$ cat src/bdbm_pkg.sv
`default_nettype none
// ----------------------------------------------------------------------------
// bdbm_pkg
// shared constants, types and popcount helpers for the descriptor matcher
// ----------------------------------------------------------------------------
package bdbm_pkg;

    localparam int DESC_WORDS  = 4;
    localparam int INDEX_RANGE = 4096;
    localparam int IN_WORDS    = 4;
    localparam int USED_WORDS  = (DESC_WORDS < IN_WORDS) ? DESC_WORDS : IN_WORDS;
    localparam int WORD_W      = 64;
    localparam int CNT_W       = 7;
    localparam int DIST_W      = 9;
    localparam int INDEX_W     = 12;
    localparam int SEEN_W      = 2;
    localparam int CFG_IDX_W   = 8;
    localparam int CFG_DATA_W  = 9;
    localparam int Q_DEPTH     = 2;
    localparam int IN_DATA_W   = ((2 * IN_WORDS * WORD_W + INDEX_W + 7) / 8) * 8;
    localparam int OUT_DATA_W  = ((INDEX_W + 2 * DIST_W + 2 + 7) / 8) * 8;

    localparam logic [DIST_W-1:0] DIST_NONE   = 9'd256;
    localparam logic [DIST_W-1:0] LIMIT_RESET = 9'd50;
    localparam logic [DIST_W-1:0] RATIO_RESET = 9'd230;
    localparam logic [SEEN_W-1:0] SEEN_NONE   = 2'd0;
    localparam logic [SEEN_W-1:0] SEEN_ONE    = 2'd1;
    localparam logic [SEEN_W-1:0] SEEN_TWO    = 2'd2;

    typedef enum logic [CFG_IDX_W-1:0] {
        CFG_DISTANCE_LIMIT = 8'd0,
        CFG_RATIO_Q8       = 8'd1,
        CFG_RATIO_ENABLE   = 8'd2
    } t_cfg_reg;

    typedef logic [WORD_W-1:0] t_word;

    typedef struct packed {
        logic [USED_WORDS-1:0][CNT_W-1:0] counts;
        logic [INDEX_W-1:0]               index;
        logic                             last;
    } t_cls;

    typedef struct packed {
        logic [DIST_W-1:0] limit;
        logic [DIST_W-1:0] ratio;
        logic              ratio_en;
    } t_cfg;

    function automatic logic [5:0] pop32(input logic [31:0] v);
        logic [31:0] a;
        logic [31:0] b;
        logic [31:0] c;
        a = v - ((v >> 1) & 32'h5555_5555);
        b = (a & 32'h3333_3333) + ((a >> 2) & 32'h3333_3333);
        c = (b + (b >> 4)) & 32'h0F0F_0F0F;
        return 6'(c[7:0] + c[15:8] + c[23:16] + c[31:24]);
    endfunction

    function automatic logic [CNT_W-1:0] pop64(input t_word w);
        return CNT_W'(pop32(w[31:0])) + CNT_W'(pop32(w[63:32]));
    endfunction

    function automatic logic [INDEX_W-1:0] wrap_index(input logic [INDEX_W-1:0] v);
        return INDEX_W'(32'(v) % INDEX_RANGE);
    endfunction

endpackage
`default_nettype wire

$ cat src/bdbm_front.sv
`default_nettype none
// ----------------------------------------------------------------------------
// bdbm_front
// xor and per-word popcount of query against candidate, one registered stage
// ----------------------------------------------------------------------------
module bdbm_front import bdbm_pkg::*; (
    input  wire logic                       i_clk,
    input  wire logic                       i_rst_n,
    input  wire logic                       i_valid,
    output logic                            o_ready,
    input  wire t_word [USED_WORDS-1:0]     i_query,
    input  wire t_word [USED_WORDS-1:0]     i_cand,
    input  wire logic [INDEX_W-1:0]         i_index,
    input  wire logic                       i_last,
    output logic                            o_valid,
    output t_cls                            o_item,
    input  wire logic                       i_ready
);

    logic r_valid;
    t_cls r_item;
    t_cls n_item;

    always_comb begin
        for (int w = 0; w < USED_WORDS; w++) begin
            n_item.counts[w] = pop64(i_query[w] ^ i_cand[w]);
        end
        n_item.index = wrap_index(i_index);
        n_item.last  = i_last;
    end

    assign o_ready = !r_valid || i_ready;

    always_ff @(posedge i_clk) begin
        if (!i_rst_n) begin
            r_valid <= 1'b0;
        end else if (o_ready) begin
            r_valid <= i_valid;
        end
        if (o_ready && i_valid) begin
            r_item <= n_item;
        end
    end

    assign o_valid = r_valid;
    assign o_item  = r_item;

endmodule
`default_nettype wire

$ cat src/bdbm_queue.sv
`default_nettype none
// ----------------------------------------------------------------------------
// bdbm_queue
// short queue between the popcount front and the running-best back
// ----------------------------------------------------------------------------
module bdbm_queue import bdbm_pkg::*; (
    input  wire logic i_clk,
    input  wire logic i_rst_n,
    input  wire logic i_valid,
    output logic      o_ready,
    input  wire t_cls i_item,
    output logic      o_valid,
    output t_cls      o_item,
    input  wire logic i_ready
);

    localparam int PTR_W = (Q_DEPTH > 1) ? $clog2(Q_DEPTH) : 1;
    localparam int CNT_QW = $clog2(Q_DEPTH + 1);

    t_cls              r_mem [Q_DEPTH];
    logic [PTR_W-1:0]  r_wr_ptr;
    logic [PTR_W-1:0]  r_rd_ptr;
    logic [CNT_QW-1:0] r_count;
    logic              push;
    logic              pop;

    assign o_ready = (r_count != CNT_QW'(Q_DEPTH));
    assign o_valid = (r_count != '0);
    assign o_item  = r_mem[r_rd_ptr];
    assign push    = i_valid && o_ready;
    assign pop     = o_valid && i_ready;

    always_ff @(posedge i_clk) begin
        if (!i_rst_n) begin
            r_wr_ptr <= '0;
            r_rd_ptr <= '0;
            r_count  <= '0;
        end else begin
            if (push) begin
                r_wr_ptr <= (r_wr_ptr == PTR_W'(Q_DEPTH - 1)) ? '0 : r_wr_ptr + 1'b1;
            end
            if (pop) begin
                r_rd_ptr <= (r_rd_ptr == PTR_W'(Q_DEPTH - 1)) ? '0 : r_rd_ptr + 1'b1;
            end
            if (push && !pop) begin
                r_count <= r_count + 1'b1;
            end else if (pop && !push) begin
                r_count <= r_count - 1'b1;
            end
        end
        if (push) begin
            r_mem[r_wr_ptr] <= i_item;
        end
    end

endmodule
`default_nettype wire

$ cat src/bdbm_back.sv
`default_nettype none
// ----------------------------------------------------------------------------
// bdbm_back
// distance sum, running best and second, result stage and acceptance test
// ----------------------------------------------------------------------------
module bdbm_back import bdbm_pkg::*; (
    input  wire logic           i_clk,
    input  wire logic           i_rst_n,
    input  wire t_cfg           i_cfg,
    input  wire logic           i_valid,
    output logic                o_ready,
    input  wire t_cls           i_item,
    output logic                o_valid,
    input  wire logic           i_ready,
    output logic [INDEX_W-1:0]  o_best_index,
    output logic [DIST_W-1:0]   o_best_distance,
    output logic [DIST_W-1:0]   o_second_distance,
    output logic                o_has_second,
    output logic                o_accepted
);

    // running search state
    logic [DIST_W-1:0]  r_best;
    logic [DIST_W-1:0]  r_second;
    logic [INDEX_W-1:0] r_best_idx;
    logic [SEEN_W-1:0]  r_seen;
    logic [DIST_W-1:0]  n_best;
    logic [DIST_W-1:0]  n_second;
    logic [INDEX_W-1:0] n_best_idx;
    logic [SEEN_W-1:0]  n_seen;
    logic [DIST_W-1:0]  cand_dist;

    // finished search waiting for the acceptance test
    logic               r_a_valid;
    logic [INDEX_W-1:0] r_a_idx;
    logic [DIST_W-1:0]  r_a_best;
    logic [DIST_W-1:0]  r_a_second;
    logic               r_a_has2;

    // output register
    logic               r_o_valid;
    logic [INDEX_W-1:0] r_o_idx;
    logic [DIST_W-1:0]  r_o_best;
    logic [DIST_W-1:0]  r_o_second;
    logic               r_o_has2;
    logic               r_o_acc;

    logic               o_load;
    logic               a_ready;
    logic               pop;
    logic               has2;
    logic               n_acc;
    logic [17:0]        lhs;
    logic [17:0]        rhs;

    always_comb begin
        cand_dist = '0;
        for (int w = 0; w < USED_WORDS; w++) begin
            cand_dist = cand_dist + DIST_W'(i_item.counts[w]);
        end
    end

    always_comb begin
        n_best     = r_best;
        n_second   = r_second;
        n_best_idx = r_best_idx;
        n_seen     = r_seen;
        if (r_seen == SEEN_NONE) begin
            n_best     = cand_dist;
            n_best_idx = i_item.index;
        end else if (cand_dist < r_best) begin
            n_second   = r_best;
            n_best     = cand_dist;
            n_best_idx = i_item.index;
        end else if (r_seen == SEEN_ONE || cand_dist < r_second) begin
            n_second = cand_dist;
        end
        if (r_seen != SEEN_TWO) begin
            n_seen = r_seen + SEEN_ONE;
        end
    end

    assign has2    = (n_seen == SEEN_TWO);
    assign o_load  = !r_o_valid || i_ready;
    assign a_ready = !r_a_valid || o_load;
    assign o_ready = !i_item.last || a_ready;
    assign pop     = i_valid && o_ready;

    always_ff @(posedge i_clk) begin
        if (!i_rst_n) begin
            r_best     <= DIST_NONE;
            r_second   <= DIST_NONE;
            r_best_idx <= '0;
            r_seen     <= SEEN_NONE;
        end else if (pop) begin
            if (i_item.last) begin
                r_best     <= DIST_NONE;
                r_second   <= DIST_NONE;
                r_best_idx <= '0;
                r_seen     <= SEEN_NONE;
            end else begin
                r_best     <= n_best;
                r_second   <= n_second;
                r_best_idx <= n_best_idx;
                r_seen     <= n_seen;
            end
        end
    end

    always_ff @(posedge i_clk) begin
        if (!i_rst_n) begin
            r_a_valid <= 1'b0;
        end else if (a_ready) begin
            r_a_valid <= pop && i_item.last;
        end
        if (a_ready && pop && i_item.last) begin
            r_a_idx    <= n_best_idx;
            r_a_best   <= n_best;
            r_a_second <= has2 ? n_second : '0;
            r_a_has2   <= has2;
        end
    end

    // best*256 < ratio*second
    assign lhs = {1'b0, r_a_best, 8'd0};
    assign rhs = 18'(i_cfg.ratio) * 18'(r_a_second);

    always_comb begin
        n_acc = (r_a_best < i_cfg.limit);
        if (i_cfg.ratio_en && r_a_has2 && !(lhs < rhs)) begin
            n_acc = 1'b0;
        end
    end

    always_ff @(posedge i_clk) begin
        if (!i_rst_n) begin
            r_o_valid <= 1'b0;
        end else if (o_load) begin
            r_o_valid <= r_a_valid;
        end
        if (o_load && r_a_valid) begin
            r_o_idx    <= r_a_idx;
            r_o_best   <= r_a_best;
            r_o_second <= r_a_second;
            r_o_has2   <= r_a_has2;
            r_o_acc    <= n_acc;
        end
    end

    assign o_valid           = r_o_valid;
    assign o_best_index      = r_o_idx;
    assign o_best_distance   = r_o_best;
    assign o_second_distance = r_o_second;
    assign o_has_second      = r_o_has2;
    assign o_accepted        = r_o_acc;

endmodule
`default_nettype wire

$ cat src/binary_descriptor_best_match.sv
`default_nettype none
// ----------------------------------------------------------------------------
// binary_descriptor_best_match
// hamming nearest-neighbour search with distance limit and ratio test
// ----------------------------------------------------------------------------
// Takes one candidate item per clock while s_axis_tready is high: each item
// holds a 256-bit query and one 256-bit candidate descriptor, the candidate
// index and tlast for the final candidate of a search. The front stage
// registers one popcount per 64-bit word of query xor candidate, a two-entry
// queue decouples it from the back, which sums the counts and updates best,
// second and best index. On the tlast item one result is offered through a
// result stage (multiply for the ratio test) and the output register.
// Search state clears itself after every tlast item. Configuration writes are
// taken every cycle and should be made while no search is in flight.
// ----------------------------------------------------------------------------
module binary_descriptor_best_match import bdbm_pkg::*; (
    input  wire logic                  i_clk,
    input  wire logic                  i_rst_n,
    input  wire logic                  i_cfg_valid,
    output logic                       o_cfg_ready,
    input  wire logic [CFG_IDX_W-1:0]  i_cfg_index,
    input  wire logic [CFG_DATA_W-1:0] i_cfg_data,
    input  wire logic                  s_axis_tvalid,
    output logic                       s_axis_tready,
    // query_word0..3, cand_word0..3, cand_index, zero pad
    input  wire logic [IN_DATA_W-1:0]  s_axis_tdata,
    input  wire logic                  s_axis_tlast,
    output logic                       m_axis_tvalid,
    input  wire logic                  m_axis_tready,
    // best_index, best_distance, second_distance, has_second, accepted
    output logic [OUT_DATA_W-1:0]      m_axis_tdata
);

    t_cfg               r_cfg;
    t_word [USED_WORDS-1:0] query;
    t_word [USED_WORDS-1:0] cand;
    logic               f_valid;
    logic               f_ready;
    t_cls               f_item;
    logic               q_valid;
    logic               q_ready;
    t_cls               q_item;
    logic [INDEX_W-1:0] best_index;
    logic [DIST_W-1:0]  best_distance;
    logic [DIST_W-1:0]  second_distance;
    logic               has_second;
    logic               accepted;

    assign o_cfg_ready = 1'b1;

    always_ff @(posedge i_clk) begin
        if (!i_rst_n) begin
            r_cfg.limit    <= LIMIT_RESET;
            r_cfg.ratio    <= RATIO_RESET;
            r_cfg.ratio_en <= 1'b1;
        end else if (i_cfg_valid) begin
            case (i_cfg_index)
                CFG_DISTANCE_LIMIT: begin
                    r_cfg.limit <= i_cfg_data;
                end
                CFG_RATIO_Q8: begin
                    r_cfg.ratio <= i_cfg_data;
                end
                CFG_RATIO_ENABLE: begin
                    r_cfg.ratio_en <= i_cfg_data[0];
                end
                default: begin
                end
            endcase
        end
    end

    always_comb begin
        for (int w = 0; w < USED_WORDS; w++) begin
            query[w] = s_axis_tdata[w*WORD_W +: WORD_W];
            cand[w]  = s_axis_tdata[(IN_WORDS + w)*WORD_W +: WORD_W];
        end
    end

    bdbm_front u_front (
        .i_clk   (i_clk),
        .i_rst_n (i_rst_n),
        .i_valid (s_axis_tvalid),
        .o_ready (s_axis_tready),
        .i_query (query),
        .i_cand  (cand),
        .i_index (s_axis_tdata[2*IN_WORDS*WORD_W +: INDEX_W]),
        .i_last  (s_axis_tlast),
        .o_valid (f_valid),
        .o_item  (f_item),
        .i_ready (f_ready)
    );

    bdbm_queue u_queue (
        .i_clk   (i_clk),
        .i_rst_n (i_rst_n),
        .i_valid (f_valid),
        .o_ready (f_ready),
        .i_item  (f_item),
        .o_valid (q_valid),
        .o_item  (q_item),
        .i_ready (q_ready)
    );

    bdbm_back u_back (
        .i_clk             (i_clk),
        .i_rst_n           (i_rst_n),
        .i_cfg             (r_cfg),
        .i_valid           (q_valid),
        .o_ready           (q_ready),
        .i_item            (q_item),
        .o_valid           (m_axis_tvalid),
        .i_ready           (m_axis_tready),
        .o_best_index      (best_index),
        .o_best_distance   (best_distance),
        .o_second_distance (second_distance),
        .o_has_second      (has_second),
        .o_accepted        (accepted)
    );

    assign m_axis_tdata = OUT_DATA_W'({accepted, has_second, second_distance,
                                       best_distance, best_index});

endmodule
`default_nettype wire
$ cat config.mk
export PLATFORM = sky130hd
export DESIGN_NAME = binary_descriptor_best_match
export DESIGN_NICKNAME = d
export VERILOG_FILES = /design/src/bdbm_pkg.sv /design/src/bdbm_front.sv /design/src/bdbm_queue.sv /design/src/bdbm_back.sv /design/src/binary_descriptor_best_match.sv
export SDC_FILE = /design/constraint.sdc
export NUM_CORES = 1
export LEC_CHECK = 0
export BUFFER_PORTS_ARGS = -buffer_cell sky130_fd_sc_hd__buf_2
export CAP_MARGIN = 10
export CORE_MARGIN = 2
export CORE_UTILIZATION = 44
export DETAILED_ROUTE_END_ITERATION = 7
export GPL_TIMING_DRIVEN = 0
export PLACE_DENSITY = 0.67
export SLEW_MARGIN = 20
export SYNTH_ARGS = -nofsm -noshare
export SYNTH_HDL_FRONTEND = slang
export SYNTH_SLANG_ARGS = --single-unit
$ cat constraint.sdc
create_clock -name i_clk -period 7.6 [get_ports i_clk]
set_input_delay 0.76 -clock i_clk [delete_from_list [all_inputs] [get_ports i_clk]]
set_output_delay 0.76 -clock i_clk [all_outputs]
set_load 0.005 [all_outputs]
# Word-level counts from Yosys, hierarchy flattened
# Memories as Yosys holds them, arrays and structs flattened. A register that Yosys moved wholly into a read port is not among the register bits.
# Index checks and enable logic that the tools add are counted.
# op_classes
addsub	60
n_eq_ne	6
n_mux	20
mul	1
reduce_logical	30
order_cmp	4
bitwise	4
# ops
cell	n
32-bit by 31-bit subtractor with 32-bit output	8
64-bit XOR	4
30-bit by 30-bit adder with 31-bit output	8
28-bit by 27-bit adder with 28-bit output	8
6-bit by 4-bit adder with 6-bit output	13
9-bit two-way mux	7
4-bit by 4-bit adder with 5-bit output	8
12-bit two-way mux	3
6-bit by 6-bit adder with 7-bit output	4
9-bit < comparator	3
5-bit by 4-bit adder with 6-bit output	3
9-bit by 7-bit adder with 9-bit output	2
17-bit by 18-bit < comparator with 1-bit output	1
9-bit by 9-bit multiplier with 18-bit output	1
1-bit logical AND	11
7-bit by 7-bit adder with 8-bit output	1
8-bit by 1-bit equality test with 1-bit output (second input constant)	1
8-bit by 2-bit equality test with 1-bit output (second input constant)	1
8-bit zero test	1
2-bit two-way mux	4
1-bit zero test	7
1-bit two-way mux	6
2-bit AND reduction	3
1-bit logical OR	5
other kinds (8)	12
# word_totals
ram_bits	82
memories	1
word_cells	154
ff_bits	162
output_inout_bits	35
inputBits	551
# memory_table
name	depth	word_bits	read_ports	rd_clocked_by_memory_dff	write_ports	line_no	rtl
u_queue.r_mem	2	41	1	1	1	bdbm_queue.sv:20	t_cls r_mem [Q_DEPTH];

# Longest topological paths before layout
# Gate-level depths: netlist of run 1.
# logic_depth
word_depth	9
depth_mapped	31
ltp_nobuf	31

# Modules after synthesis
# Synthesis of run 1 repeated with hierarchy kept, for this count alone.
# unflattened
cells_unflattened	3788
hier_area_um2	36033.3
# by_module_without_submodules
mod	area_each_um2	cells_per_inst	n_inst	seq_area_each_um2
bdbm_front	24367.1	2836	1	1251.2
bdbm_back	7612.3	711	1	2572.5
bdbm_queue	3191.8	152	1	2562.5
binary_descriptor_best_match	862.1	89	1	380.4

# Least setup slack after synthesis of run 1
# No wires, ideal clock.
# synth_path
path_type	input-to-reg
from	in s_axis_tdata[391]
to	reg u_front.r_item (netlist bit u_front.o_item[33]), data pin
setup_slack_ps	429
stages	25
setup_time_ps	258
arrival_time_ps	6914
cell_sequence	xor2_2 -> inv_1 -> ha_1 -> or3_1 -> o22ai_1 -> o41ai_4 -> a211oi_1 -> xnor2_1 -> fa_1 -> inv_1 -> fa_1 -> fa_1 -> fa_1 -> inv_1 -> ha_1 -> fa_1 -> inv_1 -> fa_1 -> inv_1 -> ha_1 -> a21o_1 -> a21oi_1 -> o21bai_1 -> a21oi_1 -> xnor2_1
# synth_lines
item	line_no	rtl
start, declared	binary_descriptor_best_match.sv:26	input wire logic [IN_DATA_W-1:0] s_axis_tdata,
end signal, assigned	bdbm_front.sv:41	r_item <= n_item;
end, declared	bdbm_front.sv:21	t_cls r_item;

==> flow_summary.toml, run 1 <==
[yosys]
synth-main-ff-cell = "edfxtp_1"
yosysWarningCount = 0
yosysSeqAreaShare_pct = 19.2
synth_compound_area_share_pct = 13.5
ys_types = 85
synth_top_family_by_area = "adder cells"
synth_top_area_share_pct = 23.4
synth_area_per_cell_sq_um = 9.50
muxShareOfSynthArea_pct = 1.98
synth_xor_area_share_pct = 14.2
yosys-top-cells-area = "ha_1 23%, edfxtp_1 16%, fa_1 13%"
synth_edf_count = 186
yosysTopAreaCell = "ha_1"
yosys_register_bits = 245
synth.cell_area_sq_um = 35200
syn_nets = 5134
synth_adder_area_share_pct = 36.0
syn_inst = 3703
ys_async_sr_fraction_pct = 0
yosys.area_share.simple_pct = 8.87

[final_layout]
utilization_pct = 51.3
fin_cells = 5388
final_cell_mix = "659 x ha_1, 580 x buf_2, 532 x inv_1"
drive_gt1_share_pct = 16.6
layout_commonest_cell = "ha_1"
layout.nets = 5747
fillers = 7306
syn2layout_area_growth_pct = 15.3

[detailed_routing]
first_iter_violations = 868
drtAntennaViolNets = 0
drc = 0
viasPerCell = 4.97
firstDrtPassIters = 5
wirelength_microns = 78300
route.vias.total = 26800
routedWlPerCell_microns = 14.5

[placement]
hpwl_microns = 68300
io_buffer_count = 580
dp_slack_ns = -0.592
dp.cells = 5339
place.gp.congestion = 0.892

[sta]
drv_slew = 0
rsz0062_at_grt = "true"
final_hold_viol_count = 0
fin_skew_ns = 0.0118
period_needed_ns = 7.31
fin_crit_sh_pct = 96.2
fin_setup_tns_ns = 0
fin_ws_ns = 0.291
tightestPinTransition_ns = 0.802
max_freq_mhz = 137
finalSetupViolCount = 0
relSlewSlack_pct = 46.1

[floorplanning]
dieWidth_microns = 287
die_h_microns = 287
start_util_pct = 44.5
io_pins = 586
core_area_sq_um = 79000
dieArea_sq_um = 82200
num_rows = 103

[critical_path]
worst_ep_arrival_time_ns = 7.62
required_ns = 7.91
startpoint = "s_axis_tdata[485]"
cp-start-kind = "input port"
cp_common_cell = "fa_1"
cp_num_buf_inv = 6
slowest_stage = "fa_1"
critPathCaptureType = "flip-flop"
crit_family = "adder cells"
max_stage_delay_ns = 0.55
critPathKind = "in2reg"
crit_fanout = 4

[global_route]
busiest_layer = "met2"
grt_util_met3_pct = 1.04
met1_usage_pct = 23.0
grt_first_pass_wirelength_microns = 128000
grt_pass1_vias = 27200
grt_max_degree = 31
use_met2_pct = 35.9
gr-total-overflow = 0
grt_usage_pct = 18.8
grt_antenna_before_repair = 6

[min_path]
hp-start = "s_axis_tdata[516]"
hp-class = "in2reg"

[cts]
ctsResizeCount = 1
cts-hold-fix-buffers = 0
post-cts-setup-buffers = 0
path_clk_slew_ns = 0.06
clock_path_buffers = 3
htreeDepth = 1
cts_buffers = 25
root_buffer = "clkbuf_16"
clkLatencyLatePin_ns = 0.53
cts_tree = "built"
cts_sinks = 245

[job]
cap_violations = 0

[outcome]
status = "completed"
## area by class of cell
cell class | instances | area [sq um] | area share, %
multi-input combinational | 2886 | 26400 | 65.1
tap | 1050 | 1310 | 3.24
timing repair buffer | 586 | 3010 | 7.43
clock inverter | 7 | 175 | 0.432
clock buffer | 39 | 718 | 1.77
antenna | 3 | 7.51 | 0.0185
sequential | 245 | 6770 | 16.7
inverter | 533 | 2000 | 4.94
buffer | 39 | 160 | 0.395
## worst reg2reg max path: cells and delay by family, from the launching register on
kind	cells	cell delay, ns
AOI/OAI and AO/OA	8	1.65
xor gates and xnor gates	1	0.29
DFF	1	0.30
muxes	2	0.83
and+or+nand+nor	4	0.43
buffers and inverters	4	1.58
adders and majority gates	5	1.77
## logic make-up (layout without fill, tap and decap cells)
logic type / Yosys count / in the layout
compound gates: 718 / 718
xor+xnor: 569 / 569
fa+ha+maj: 880 / 880
buf+inv: 572 / 1204
flops: 245 / 245
mux: 65 / 65
other cells: 1 / 4
simple gates: 653 / 653
## cell usage after synthesis (36+ instances only)
master    number
inv_1        532
nor2b_1       43
edfxtp_1     186
a21oi_1      198
xnor2_1      302
xor2_1       264
ha_1         659
fa_1         221
nand2_1      238
nor2_1       128
and2_1        39
dfxtp_1       59
mux2_2        36
nand3_1       44
nand2b_1      37
o21ai_0      128
a21o_1       115
## worst paths after layout
kind / end / slack [ns] / cells past startpoint
setup / recovery: u_front.o_item[38] / 0.29 / 26
hold / removal: u_front.o_item[5] / 0.40 / 1
setup reg to reg: u_back.r_best[2] / 0.65 / 24
hold reg to reg: u_back.o_best_index[3] / 0.42 / 0
## registers in the layout, summed over array words and instances, names as in the netlist, 2 cells and up, named ones only
name and flops:
u_back.r_best 9, r_cfg 19, u_queue.r_mem 82, u_back.o_best_distance 9
u_back.r_a_best 9, u_back.r_a_idx 12, u_back.r_seen 2, u_back.o_second_distance 9
u_back.r_best_idx 12, u_back.r_a_second 9, u_queue.r_count 2, u_back.o_best_index 12
u_front.o_item 41, u_back.r_second 9
## routing by layer
layer	wire, microns	share of wire (%)
met3	2360	3.0
met1	33800	43
met5	0	0
met2	40500	52
met4	1610	2.1
## stage by stage
stage / hold WS (ns) / cell area [sq um]
finish: 0.404 / 40500
global route: 0.384 / 40500
global placement: 0.402 / 39400
CTS: 0.382 / 40400
detailed placement: 0.405 / 39500
floorplan: 0.400 / 35200
Power of run 1 is not shown: default switching activity piles up to over one toggle a cycle in this logic, so the estimate is an artifact.
==> run 2: changes to the inputs <==
--- a/config.mk
+++ b/config.mk
@@ -11,7 +11,7 @@
 export CORE_UTILIZATION = 44
 export DETAILED_ROUTE_END_ITERATION = 7
 export GPL_TIMING_DRIVEN = 0
-export PLACE_DENSITY = 0.67
+export PLACE_DENSITY_LB_ADDON = 0.05
 export SLEW_MARGIN = 20
 export SYNTH_ARGS = -nofsm -noshare
 export SYNTH_HDL_FRONTEND = slang
==> run 2 against run 1 <==
Fmax up 2.1%. Non-clock buffer count up 1. Count of clock-buffer cells in the layout up 2. Critical path type unchanged. Critical endpoint is now u_front.o_item[39].
==> flow_summary.toml, run 2 (synthesis gave the netlist of run 1 again) <==
[cts]
cts_sinks = 245
path_clk_slew_ns = 0.06
clkLatencyLatePin_ns = 0.55
cts-hold-fix-buffers = 0
cts_buffers = 27
clock_path_buffers = 3
root_buffer = "clkbuf_16"
htreeDepth = 1
cts_tree = "built"

[sta]
max_freq_mhz = 140
fin_skew_ns = 0.0163
period_needed_ns = 7.16
drv_slew = 0
final_hold_viol_count = 0
relSlewSlack_pct = 45.0
tightestPinTransition_ns = 0.819
finalSetupViolCount = 0
fin_crit_sh_pct = 94.2
rsz0062_at_grt = "false"

[global_route]
grt_usage_pct = 19.3
grt_max_degree = 29
gr-total-overflow = 0
grt_first_pass_wirelength_microns = 131000
grt_pass1_vias = 26600
grt_antenna_before_repair = 1

[floorplanning]
core_area_sq_um = 79000
dieWidth_microns = 287
start_util_pct = 44.5
die_h_microns = 287
num_rows = 103
dieArea_sq_um = 82200
io_pins = 586

[critical_path]
critPathCaptureType = "flip-flop"
startpoint = "s_axis_tdata[503]"
r2r_setup_slack_ns = 0.54
r2r_end = "u_back.r_best[7]"
critPathKind = "in2reg"
endpoint = "u_front.o_item[39]"
rr_worst_depth = 24
crit_fanout = 6
required_ns = 7.88
cp-start-kind = "input port"
worst_ep_arrival_time_ns = 7.44

[min_path]
hp-start = "s_axis_tdata[519]"
hp-class = "in2reg"

[placement]
hpwl_microns = 69500
dp.cells = 5340
place.gp.congestion = 0.822
io_buffer_count = 580

[final_layout]
fin_cells = 5391
drive_gt1_share_pct = 16.8
syn2layout_area_growth_pct = 15.4
largest_register = "u_queue.r_mem"
largest_reg_flops = 82
layout_commonest_cell = "ha_1"
final_cell_mix = "659 x ha_1, 580 x buf_2, 532 x inv_1"
layout.nets = 5750

[detailed_routing]
viasPerCell = 4.89
wirelength_microns = 79600
drtAntennaViolNets = 0
routedWlPerCell_microns = 14.8
route.vias.total = 26300
first_iter_violations = 954
drc = 0
firstDrtPassIters = 5

[job]
cap_violations = 0

[outcome]
status = "completed"
==> run 2: changes by cell type in the layout (fill, tap and decap cells not counted), moves of 3 or more <==
cell       delta
xnor2_1       -4
clkbuf_8      +3
bufinv_16     -4
clkbuf_1      -3
clkbuf_16     +3
xnor2_2       +4
==> run 2: worst min path at each step <==
stage	cells past startpoint	to
after floorplan	0	u_back.o_best_index[0]
after global placement	0	u_back.o_best_index[3]
after detailed placement	0	u_back.o_best_index[8]
after CTS	1	u_front.o_item[10]
after global routing	1	u_front.o_item[8]
final	1	u_front.o_item[8]
==> run 2: critical path, cell delays in order <==
cell and delay [ns]:
buf_2 0.11, xor2_2 0.28, inv_1 0.17, ha_1 0.42, a211o_1 0.29, a21oi_1 0.18
a21oi_1 0.09, or4_1 0.40, a21oi_1 0.17, o41ai_1 0.10, xnor2_1 0.18, fa_1 0.56
inv_1 0.06, ha_1 0.29, a21o_1 0.15, a21o_1 0.19, fa_1 0.58, fa_1 0.45
fa_1 0.54, inv_1 0.05, fa_1 0.61, inv_1 0.06, ha_1 0.29, a21o_1 0.17
a21oi_1 0.17, xnor2_1 0.11
==> run 2: layout make-up <==
type | count | area [sq um]
clock inverter | 9 | 93.8
fill | 7518 | 38400
timing repair buffer | 587 | 3050
antenna | 1 | 2.50
inverter | 533 | 2000
sequential | 245 | 6770
tap | 1050 | 1310
buffer | 39 | 159
multi-input combinational | 2886 | 26400
clock buffer | 41 | 820
==> run 2: what timing repair did <==
| item | 4_1_cts | 5_1_grt |
|---|---|---|
| resized for setup | 0 | 23 |
| buffers inserted | 0 | 0 |
| endpoints found under the setup margin | 0 | 62 |
==> run 2: routing by layer <==
metal | routed length (microns) | vias up | GRT usage [%]
met5 | 0 | - | 0
met4 | 1080 | 0 | 2.81
met3 | 1970 | 63 | 1.14
met2 | 39800 | 389 | 35.3
met1 | 36800 | 12200 | 25.4
li1 | - | 13700 | -
==> run 2: stage by stage <==
| stage | setup TNS (ns) | setup slack, ns | util (%) | area [sq um] | hold WS, ns |
|---|---|---|---|---|---|
| after floorplan | 0 | 0.429 | - | 35200 | 0.400 |
| final | 0 | 0.440 | 51.4 | 40600 | 0.387 |
| after global placement | -2.19 | -0.447 | 49.9 | 39400 | 0.404 |
| after CTS | 0 | 0.103 | 51.2 | 40500 | 0.370 |
| after detailed placement | -2.37 | -0.455 | 50.1 | 39600 | 0.405 |
| after global routing | 0 | 0.0103 | 51.4 | 40600 | 0.368 |
Power of run 2 is left out for the same reason.
==> run 3: changes to the inputs <==
--- a/config.mk
+++ b/config.mk
@@ -5,11 +5,11 @@
 export SDC_FILE = /design/constraint.sdc
 export NUM_CORES = 1
 export LEC_CHECK = 0
-export BUFFER_PORTS_ARGS = -buffer_cell sky130_fd_sc_hd__buf_2
 export CAP_MARGIN = 10
 export CORE_MARGIN = 2
 export CORE_UTILIZATION = 44
 export DETAILED_ROUTE_END_ITERATION = 7
+export DONT_BUFFER_PORTS = 1
 export GPL_TIMING_DRIVEN = 0
 export PLACE_DENSITY_LB_ADDON = 0.05
 export SLEW_MARGIN = 20
==> run 3 against run 2 <==
Cell count decreased by 11%. Via count fell by 6.8%. Non-clock buffer count decreased by 580. Clock skew increased by 0.0034 ns. Design area is 7.2% lower. Highest routed layer unchanged.
==> flow_summary.toml, run 3 (synthesis gave the netlist of run 1 again) <==
[floorplanning]
start_util_pct = 44.5
dieWidth_microns = 287
dieArea_sq_um = 82200
io_pins = 586
core_area_sq_um = 79000
num_rows = 103
die_h_microns = 287

[cts]
clock_path_buffers = 3
cts_tree = "built"
clkLatencyLatePin_ns = 0.56
ctsResizeCount = 0
cts_sinks = 245
cts-hold-fix-buffers = 0
cts_buffers = 28
htreeDepth = 1
path_clk_slew_ns = 0.06
root_buffer = "clkbuf_16"
post-cts-setup-buffers = 0

[final_layout]
largest_reg_flops = 82
fillers = 7612
final-seq-area_sq_um = 6770
multi_input_area_sq_um = 26300
layout_commonest_cell = "ha_1"
syn2layout_area_growth_pct = 7.17
final_cell_mix = "659 x ha_1, 532 x inv_1, 297 x xnor2_1"
layout.nets = 5171
diodes = 0
fin_cells = 4812
utilization_pct = 47.7
largest_register = "u_queue.r_mem"
drive_gt1_share_pct = 3.62
fin_area_sq_um = 37700

[sta]
relSlewSlack_pct = 45.7
period_needed_ns = 7.21
max_freq_mhz = 139
final_hold_viol_count = 0
fin_skew_ns = 0.0198
finalSetupViolCount = 0
rsz0062_at_grt = "false"
fin_ws_ns = 0.387
tightestPinTransition_ns = 0.812
drv_slew = 0
fin_crit_sh_pct = 94.9

[critical_path]
worst_ep_arrival_time_ns = 7.55
cp-start-kind = "input port"
cp_common_cell = "fa_1"
crit_fanout = 4
critPathKind = "in2reg"
critPathCaptureType = "flip-flop"
slowest_stage = "fa_1"
max_stage_delay_ns = 0.61
r2r_end = "u_back.r_best[1]"
rr_worst_depth = 24
r2r_setup_slack_ns = 0.66
required_ns = 7.94

[global_route]
grt_max_degree = 29
grt_usage_pct = 18.9
grt_pass1_vias = 25000
gr-total-overflow = 0
grt_antenna_before_repair = 0
grt_first_pass_wirelength_microns = 127000

[detailed_routing]
first_iter_violations = 793
viasPerCell = 5.10
drc = 0
wirelength_microns = 78600
routedWlPerCell_microns = 16.3
firstDrtPassIters = 5
route.vias.total = 24600
drtAntennaViolNets = 0

[placement]
dp_slack_ns = -0.391
io_buffer_count = 0
place_area_sq_um = 36700
place.gp.congestion = 0.829
dp.cells = 4760
hpwl_microns = 68300

[outcome]
status = "completed"

[min_path]
hold_depth = 0
hp-class = "in2reg"
hp-start = "s_axis_tdata[523]"
worst_hold_path.endpoint = "u_front.o_item[12]"

[job]
cap_violations = 0
[run 3: worst max-delay path by stage]
| stage | startpoint | endpoint | slack (ns) | cells after the start |
|---|---|---|---|---|
| after CTS | flip-flop | u_back.r_best[6] | 0.09 | 24 |
| after global placement | s_axis_tdata[483] | u_front.o_item[39] | -0.35 | 28 |
| after detailed placement | s_axis_tdata[386] | u_front.o_item[33] | -0.39 | 27 |
| final | s_axis_tdata[485] | u_front.o_item[39] | 0.39 | 25 |
| after global routing | s_axis_tdata[485] | u_front.o_item[39] | 0.01 | 25 |
| after floorplan | s_axis_tdata[391] | u_front.o_item[33] | 0.43 | 25 |
[run 3: area by class of cell]
type	count	share of cell area [%]
inverters	533	5.31
repair buffers	7	0.395
plain buffers	39	0.425
flip-flops and latches	245	18.0
clock inverters	18	0.614
multi-input cells	2886	69.9
clock buffers	34	1.92
well taps	1050	3.49
[run 3: worst max-delay path, delay by kind of cell]
kind | cells | cell delay, ns
adder cells (fa/ha/maj) | 8 | 3.50
AO/OA/AOI/OAI | 11 | 2.16
XOR/XNOR | 3 | 0.87
buffers and inverters | 3 | 0.22
[run 3: routing by layer]
| layer | global-route usage [%] | wire length, microns | up-vias |
|---|---|---|---|
| li1 | - | - | 12600 |
| met2 | 34.2 | 39300 | 380 |
| met1 | 25.2 | 36100 | 11500 |
| met4 | 2.62 | 1080 | 0 |
| met5 | 0 | 0 | - |
| met3 | 1.14 | 2020 | 62 |
[run 3: metrics by stage]
step	setup TNS, ns	hold WS (ns)
after floorplan	0	0.400
after global placement	-1.69	0.405
after detailed placement	-1.92	0.409
after CTS	0	0.275
after global routing	0	0.270
final	0	0.305
Power of run 3 is left out for the same reason.
